--- config.mk ---
export PLATFORM = sky130hd
export DESIGN_NAME = lpcsf_reltime
export DESIGN_NICKNAME = d
export VERILOG_FILES = /design/src/rtl/lpcsf_pkg.sv /design/src/rtl/lpcsf_reltime.sv
export VERILOG_INCLUDE_DIRS = /design/src /design/src/rtl
export SDC_FILE = /design/constraint.sdc
export NUM_CORES = 1
export LEC_CHECK = 0
export ABC_AREA = 1
export BUFFER_PORTS_ARGS = -buffer_cell sky130_fd_sc_hd__buf_2
export CAP_MARGIN = 0
export CORE_UTILIZATION = 45
export CTS_CLUSTER_SIZE = 16
export DETAILED_ROUTE_END_ITERATION = 8
export PLACE_DENSITY = 0.65
export SLEW_MARGIN = 5
export SYNTH_ARGS = -nofsm -noshare
export SYNTH_HDL_FRONTEND = slang
export SYNTH_SLANG_ARGS = --single-unit
--- constraint.sdc ---
create_clock -name clk -period 2 [get_ports clk]
set_input_delay 0.3 -clock clk [delete_from_list [all_inputs] [get_ports clk]]
set_output_delay 0.3 -clock clk [all_outputs]
set_load 0.03 [all_outputs]
--- src/rtl/lidar_point_convert_self_filter_macros.svh ---
// Assertion macros shared by the lidar point converter RTL.
// Included by every module that carries concurrent checks; no other dependencies.
`ifndef LIDAR_POINT_CONVERT_SELF_FILTER_MACROS_SVH
`define LIDAR_POINT_CONVERT_SELF_FILTER_MACROS_SVH

`ifndef SYNTHESIS

// Same-cycle implication, disabled while reset is asserted.
`define LPCSF_ASSERT_IMP(lbl, clk, rst_n, ante, cons) \
	lbl: assert property (@(posedge clk) disable iff (!(rst_n)) (ante) |-> (cons)) \
		else $error("assertion failed");

// Next-cycle implication, disabled while reset is asserted.
`define LPCSF_ASSERT_NEXT(lbl, clk, rst_n, ante, cons) \
	lbl: assert property (@(posedge clk) disable iff (!(rst_n)) (ante) |=> (cons)) \
		else $error("assertion failed");

`else

`define LPCSF_ASSERT_IMP(lbl, clk, rst_n, ante, cons)
`define LPCSF_ASSERT_NEXT(lbl, clk, rst_n, ante, cons)

`endif

`endif

--- src/rtl/lpcsf_pkg.sv ---
// Shared types and constants of the lidar point converter with self-body filter.
// No dependencies; imported by every module of the block.
package lpcsf_pkg;

	localparam int TS_BITS    = 63;
	localparam int REL_BITS   = 32;
	localparam int INTEN_BITS = 8;
	localparam int MODE_BITS  = 2;
	localparam int YAW_BITS   = 22;

	// Output modes; the fourth code behaves as the no-ring mode.
	localparam logic [MODE_BITS-1:0] MODE_FULL    = 2'd0;
	localparam logic [MODE_BITS-1:0] MODE_NO_TIME = 2'd1;

	// Yaw directions as cos and sin scaled by 2^20.
	localparam logic signed [YAW_BITS-1:0] C70  = 22'sd358634;
	localparam logic signed [YAW_BITS-1:0] S70  = 22'sd985339;
	localparam logic signed [YAW_BITS-1:0] C72  = 22'sd324028;
	localparam logic signed [YAW_BITS-1:0] S72  = 22'sd997255;
	localparam logic signed [YAW_BITS-1:0] C130 = -22'sd674012;
	localparam logic signed [YAW_BITS-1:0] S130 = 22'sd803256;
	localparam logic signed [YAW_BITS-1:0] C160 = -22'sd985339;
	localparam logic signed [YAW_BITS-1:0] S160 = 22'sd358634;

	// Squared radius limits in mm^2.
	localparam logic [31:0] R2_CORE  = 32'd122500;
	localparam logic [31:0] R2_RING  = 32'd250000;
	localparam logic [31:0] R2_LOW   = 32'd1000000;
	localparam logic [31:0] R2_SIDE  = 32'd336400;
	localparam logic [31:0] R2_REAR  = 32'd2190400;

	// Box and height limits in mm.
	localparam int X_BOX_MIN  = -750;
	localparam int Y_BOX_LIM  = 410;
	localparam int Z_CORE_MIN = -570;
	localparam int Z_BOX_MIN  = -470;
	localparam int Z_TOP      = 200;
	localparam int Z_LOW_MIN  = -200;
	localparam int Z_REAR_MIN = -420;

	// Stage load enables from the pipeline control.
	typedef struct packed {
		logic ld_s1;
		logic ld_s2;
		logic ld_s3;
	} pipe_ctl_t;

endpackage

--- src/rtl/lpcsf_reltime.sv ---
// Frame start latch and saturated relative time, aligned to stage three.
// Depends on lpcsf_pkg and the assertion macro header.
`include "lidar_point_convert_self_filter_macros.svh"
module lpcsf_reltime (
	input  logic                            clk,
	input  logic                            arst_n,
	input  lpcsf_pkg::pipe_ctl_t            ctl,
	input  logic                            in_acc,
	input  logic                            first,
	input  logic [lpcsf_pkg::TS_BITS-1:0]   ts,
	output logic signed [lpcsf_pkg::REL_BITS-1:0] rel_s3
);
	import lpcsf_pkg::*;

	localparam int DW = TS_BITS + 1;

	logic [TS_BITS-1:0]     fst_q, ts_s1, fst_s1;
	logic signed [DW-1:0]   diff_s2;
	logic                   in_range_c;

	always_ff @(posedge clk or negedge arst_n) begin
		if (!arst_n) begin
			fst_q <= '0;
		end else if (in_acc && first) begin
			fst_q <= ts;
		end
	end

	// A frame's first request is timed against its own timestamp.
	always_ff @(posedge clk) begin
		if (ctl.ld_s1) begin
			ts_s1  <= ts;
			fst_s1 <= (in_acc && first) ? ts : fst_q;
		end
		if (ctl.ld_s2) begin
			diff_s2 <= $signed({1'b0, ts_s1}) - $signed({1'b0, fst_s1});
		end
	end

	assign in_range_c = (&diff_s2[DW-1:REL_BITS-1]) || !(|diff_s2[DW-1:REL_BITS-1]);

	always_ff @(posedge clk) begin
		if (ctl.ld_s3) begin
			if (in_range_c) begin
				rel_s3 <= diff_s2[REL_BITS-1:0];
			end else if (diff_s2[DW-1]) begin
				rel_s3 <= {1'b1, {(REL_BITS-1){1'b0}}};
			end else begin
				rel_s3 <= {1'b0, {(REL_BITS-1){1'b1}}};
			end
		end
	end

	`LPCSF_ASSERT_NEXT(a_frame_latch, clk, arst_n, in_acc && first, fst_q == $past(ts))

endmodule

==> results of run 1 <==
[layer usage]
layer	wire, µm	global-route usage [%]
met2	18420	35.28
met1	18560	32.34
met5	0	0
met3	2139	2.396
met4	929	5.378
[worst paths after layout]
kind	startpoint	to	slack, ns	cells after the start
worst max-delay path	fst_s1[18]	diff_s2[28]	-0.05	13
worst min-delay path	ctl[2]	fst_s1[29]	0.18	1
worst max register to register	fst_s1[18]	diff_s2[28]	-0.05	13
worst min register to register	fst_q[19]	fst_q[19]	0.49	1
max in group asynchronous	arst_n	fst_q[58]	1.12	3
min in group asynchronous	arst_n	fst_q[18]	0.21	2
[what timing repair did]
item	CTS	global route
pin swaps	29	73
resized for setup	153	249
setup endpoints to repair	44	49
setup buffers	7	11
endpoints found under the hold margin	114	0
hold buffers	64	0
[critical path: stages (launching register included)]
cell and delay, ns:
edfxtp_1 0.40, inv_2 0.09, ha_4 0.22, buf_6 0.14, nand2_8 0.08, inv_2 0.03
nand2_1 0.06, nand2_2 0.07, inv_1 0.07, nand2_2 0.07, a21oi_2 0.20, nand2_4 0.09
buf_4 0.15, xor2_2 0.14
[flip-flops by register name (all words and copies together) (netlist names)]
register and flops:
diff_s2 64, fst_q 63, fst_s1 63, rel_s3 32
ts_s1 63
[Yosys cell counts, drive strengths merged]
master  instances  area share (%)
ha             63             5.1
nand3          65             2.4
o211ai          1           0.048
nand4          22            0.88
clkinv          4           0.096
dfrtp          63              10
nand2         662              16
and2            1           0.040
edfxtp        222              43
xnor2           1           0.056
o21bai          4            0.19
nor3           17            0.74
nor2b           1           0.040
inv           375             9.0
nor4           11            0.48
mux2           63             4.6
buf            12            0.39
nor2          118             3.3
fa              1            0.13
o21ai           5            0.16
clkbuf          1           0.024
a21oi          42             1.4
xor2           30             1.7
[cells by family (layout without fill, tap and decap cells)]
| group | after synthesis | count (layout) | synth area share [%] |
|---|---|---|---|
| flip-flops | 285 | 285 | 52.99 |
| adder cells (fa/ha/maj) | 64 | 64 | 5.196 |
| XOR/XNOR | 31 | 31 | 1.745 |
| AND/OR/NAND/NOR | 897 | 897 | 24.20 |
| AO/OA/AOI/OAI | 52 | 52 | 1.754 |
| buffers and inverters | 392 | 751 | 9.556 |
| multiplexers | 63 | 63 | 4.561 |
[cells in the final DEF (no fill, tap or decap), types with 3 or more instances in the layout]
cell	synthesis	layout
nand2_2	21	125
clkbuf_16	0	31
inv_2	13	44
ha_1	63	8
buf_2	12	100
nor2_4	2	16
buf_12	0	7
clkinv_1	4	4
ha_4	0	55
nand4_1	22	22
nand3_1	56	38
xor2_1	30	22
a21oi_2	0	28
xor2_2	0	8
nor4_1	10	9
clkinv_2	0	4
edfxtp_1	222	222
nor3_4	0	3
o21bai_1	4	4
nand3_4	1	8
clkbuf_1	1	8
nand2_4	0	26
nor2_2	20	50
buf_4	0	137
nor3_2	6	6
nand3_2	8	19
dlygate4sd3_1	0	64
clkbuf_8	0	5
bufinv_16	0	3
o21ai_0	5	3
mux2_2	63	63
a21oi_1	42	13
nor2_1	96	52
inv_1	362	330
nor3_1	11	8
dfrtp_1	63	63
nand2_1	641	509
buf_6	0	9
[per-stage QoR]
stage               cell area, µm²  total power, mW
global placement             17660            12.07
detailed placement           17660            12.15
global route                 21200            19.96
finish                       21200            19.06
CTS                          20220            18.42
floorplan                    15550            10.26
[final cells by class]
class | count | area, µm² | share of cell area [%]
Multi-Input combinational cell | 1107 | 7543 | 35.58
Sequential cell | 285 | 8243 | 38.88
Clock buffer | 44 | 874.6 | 4.125
Timing Repair Buffer | 317 | 2411 | 11.37
Clock inverter | 11 | 145.1 | 0.6845
Inverter | 379 | 1425 | 6.721
Tap cell | 448 | 560.5 | 2.644
[report_power, final]
group	switching, mW	internal (mW)
Sequential	0.310	7.37
Combinational	3.30	2.39
Clock	2.28	3.41
==> reports/results.txt, run 1 <==
Actual slew at the worst max-slew pin: 0.6406 ns
Die ar.: 0.03531 mm²
Cell area after synthesis: 0.01555 mm²
Vias post-DR: 12470
Min Hold Slack: 0.1816 ns
Kind of critical path: reg -> reg
Max-slew violation count: 0
Skew-Pair Late Insertion Delay: 0.57 ns
N_diodes: 0
Final WL: 40.05 mm
Max_cap viols: 0
# port buffers: 101
Syn Inst Count: 1784
Placed insts: 2454
Crit path time final: 2.053 ns
Vias in the first global route: 11900
CP Data Arrival Time: 2.37 ns
CP endpoint kind: flip-flop
Worst-path fanout max: 4
Post-synth net total: 1918
Die Ht: 187.9 µm
TNS Setup: -0.5418 ns
GPL Wtd Cong: 0.9528
Largest net degree at the start of global routing: 65
Pwr dens: 899.1 mW/mm²
Peak Freq: 0.4870 GHz
CP Data Required Time: 2.32 ns
Synth-to-Final Area Change: 36.31%
Layout cells sized above 1: 35.37%
Fill cells: 2710
RSZ-0062 raised after global routing: yes
Hold Vio Cnt, Final: 0
DRT iter0 DRCs: 846
Core Rows: 67
First-pass GRT wire length: 61.48 mm
GRT Util Overall: 22.15%
Max Clock Skew: 0.01599 ns
Placeable Area: 0.03378 mm²
Max IR drop VDD: 789.2 µV
Slew headroom: 57.29%
Fin nets: 2254
Worst-path clk slew: 0.06 ns
Initial antenna violation count: 0
CTS tree: yes
Ys Warns: 0
Violated checks: negative setup slack
CTS Buffer Depth: 3
DP HPWL: 28.94 mm
Global route overflow: 0
DR vias/cell: 4.812
CTS root buf: clkbuf_16
Final Core Density: 62.76%
H-tree Lvls: 1
Startpoint types: flip-flop
Flops & latches, synth: 285
Register area share after synthesis: 52.99%
Sink Count: 285
Number of remaining DRC errors: 0
Worst hold path class: in -> reg
Fin crit share: 102.7%
Yosys cell types: 31
Final Non-Filler Cells: 2591
Leak Pwr: 9.979 nW
Syn avg cell area: 8.719 µm²
Detail Route Antenna Nets: 0
Outcome: finished with violations
Die W: 187.9 µm
Setup WS pre-CTS: -0.1574 ns
DRT Pass-1 Iters: 8
Final Setup Violations: 23
Num CTS Buffers: 30
PnR worst setup slack: -0.05346 ns
I/O Pins: 102
Initial Utilization: 46.04%
DR WL/cell: 15.46 µm
No activity file was read; power rests on OpenSTA's default activity.
==> inputs of run 2 (changes only) <==
--- a/config.mk
+++ b/config.mk
@@ -7,12 +7,14 @@
 export NUM_CORES = 1
 export LEC_CHECK = 0
 export ABC_AREA = 1
-export BUFFER_PORTS_ARGS = -buffer_cell sky130_fd_sc_hd__buf_2
 export CAP_MARGIN = 0
+export CELL_PAD_IN_SITES_DETAIL_PLACEMENT = 1
+export CELL_PAD_IN_SITES_GLOBAL_PLACEMENT = 1
 export CORE_UTILIZATION = 45
 export CTS_CLUSTER_SIZE = 16
 export DETAILED_ROUTE_END_ITERATION = 8
-export PLACE_DENSITY = 0.65
+export DONT_BUFFER_PORTS = 1
+export PLACE_DENSITY = 0.77
 export SLEW_MARGIN = 5
 export SYNTH_ARGS = -nofsm -noshare
 export SYNTH_HDL_FRONTEND = slang
==> run 2 against run 1 <==
Against the previous run:
- the run ends with negative hold slack, negative setup slack left
- register-to-register slack got worse by 0.41 ns
- final cell count fell by 2.1%
- clock skew rose by 0.013 ns
- worst setup slack got worse by 0.41 ns
- hold slack got worse by 0.34 ns
- combinational power rose by 31%
- via count rose by 16%
- sequential power rose by 3.3%
- critical path depth fell by 1
- utilization rose by 3.5 points
- critical path type unchanged
- critical endpoint is now diff_s2[46]
- largest cell class is now multi-input gates
==> reports/results.txt, run 2 (same netlist as run 1, synthesis figures left out) <==
Outcome: finished with violations
Violated checks: negative hold slack, negative setup slack
Final Non-Filler Cells: 2537
Startpoint types: flip-flop
Max Clock Skew: 0.02893 ns
Global route overflow: 0
RSZ-0062 raised after global routing: yes
Post-CTS Hold Buffers: 67
H-tree Lvls: 1
Vias in the first global route: 14690
Die W: 187.9 µm
Min Hold Slack: -0.1537 ns
Number of remaining DRC errors: 0
Kind of critical path: reg -> reg
DR vias/cell: 5.707
Fin crit share: 123.0%
CTS root buf: clkbuf_16
Fin nets: 2198
Sink Count: 285
Vias post-DR: 14480
PnR worst setup slack: -0.4593 ns
Setup WS pre-CTS: -0.3737 ns
Placeable Area: 0.03378 mm²
DRT iter0 DRCs: 1162
DRT Pass-1 Iters: 5
Max IR drop VDD: 794.6 µV
TNS Setup: -12.63 ns
CP Data Arrival Time: 2.78 ns
Post-Layout Inst Area: 0.02239 mm²
Max reg flops: 64
Die ar.: 0.03531 mm²
Synth-to-Final Area Change: 43.91%
Hold Vio Cnt, Final: 121
GRT Util Overall: 31.61%
Fill cells: 3544
Max_cap viols: 0
Worst-path clk slew: 0.07 ns
Pwr dens: 947.2 mW/mm²
CTS Buffer Depth: 3
Placed insts: 2378
Leak Pwr: 10.33 nW
Final Setup Violations: 55
CTS tree: yes
Most common cell after layout, fill and taps aside: nand2_1
Num CTS Buffers: 30
# port buffers: 0
First-pass GRT wire length: 85.18 mm
CP endpoint kind: flip-flop
Largest Register: diff_s2
Max-slew violation count: 0
Initial antenna violation count: 1
Slew headroom: 68.43%
Core Rows: 67
GPL Wtd Cong: 0.8942
Worst hold path class: in -> reg
Actual slew at the worst max-slew pin: 0.4719 ns
CP Data Required Time: 2.32 ns
Placement Cell Area: 0.01729 mm²
DP HPWL: 35.32 mm
DR WL/cell: 26.84 µm
Die Ht: 187.9 µm
Crit path time final: 2.459 ns
Most frequent cells in the layout: nand2_1 (383), inv_1 (273), edfxtp_1 (222)
Final WL: 68.09 mm
Peak Freq: 0.4066 GHz
Layout cells sized above 1: 44.44%
Largest net degree at the start of global routing: 127
Detail Route Antenna Nets: 0
Initial Utilization: 46.04%
Worst-path fanout max: 3
I/O Pins: 102
Skew-Pair Late Insertion Delay: 0.58 ns
R2r setup slk: -0.46 ns
==> run 2: per-layer routing <==
| metal | up-vias | share of wire [%] | global-route usage (%) |
|---|---|---|---|
| met5 | - | 0 | 0 |
| met2 | 815 | 49 | 54.76 |
| met1 | 7198 | 37 | 40.59 |
| li1 | 6154 | - | - |
| met3 | 312 | 7.4 | 4.024 |
| met4 | 0 | 6.6 | 11.19 |
==> run 2: final timing paths <==
path                       startpoint           to  cells past startpoint
setup / recovery            ts_s1[23]  diff_s2[46]                     12
hold / removal                 ctl[2]    ts_s1[43]                      0
setup reg to reg            ts_s1[23]  diff_s2[46]                     12
hold reg to reg             fst_q[59]    fst_q[59]                      1
max in group asynchronous      arst_n    fst_q[62]                      2
min in group asynchronous      arst_n    fst_q[10]                      2
==> run 2: through the flow <==
stage / util (%) / hold slack, ns / power (mW)
after detailed placement: 51.16 / 0.007323 / 12.36
after global placement: 51.16 / 0.006603 / 12.12
final: 66.26 / -0.1537 / 21.20
after global routing: 66.26 / -0.1691 / 21.71
after CTS: 61.50 / -0.1703 / 19.26
after floorplan: - / 0.004409 / 10.26
==> run 2: power breakdown <==
group / leakage [nW] / switching [mW] / internal (mW)
Combinational: 6.91 / 4.55 / 2.90
Clock: 0.497 / 2.53 / 3.29
Sequential: 2.92 / 0.546 / 7.38
==> run 2: timing repair <==
action / 4_1_cts / 5_1_grt
endpoints found under the hold margin: 474 / 126
resized for setup: 361 / 428
setup buffers: 18 / 27
endpoints found under the setup margin: 52 / 54
pin swaps: 72 / 137
==> run 2: final cells by class <==
cell class | count | area, µm² | area share (%)
inverter | 379 | 1455 | 6.501
clock inverter | 13 | 138.9 | 0.6204
multi-input combinational | 1107 | 8733 | 39.01
clock buffer | 43 | 869.6 | 3.885
sequential | 285 | 8243 | 36.82
tap | 448 | 560.5 | 2.504
timing repair buffer | 261 | 2382 | 10.64
antenna | 1 | 2.502 | 0.01118
==> run 2: critical path, cell delays in order (launching register included) <==
cell	delay [ns]
edfxtp_1	0.46
ha_4	0.36
buf_6	0.16
nand2_8	0.09
nor2_4	0.11
inv_2	0.07
buf_6	0.13
nor3_4	0.30
nand2_2	0.16
nand2_4	0.16
nand2_4	0.06
nand3_2	0.06
nand2_2	0.06
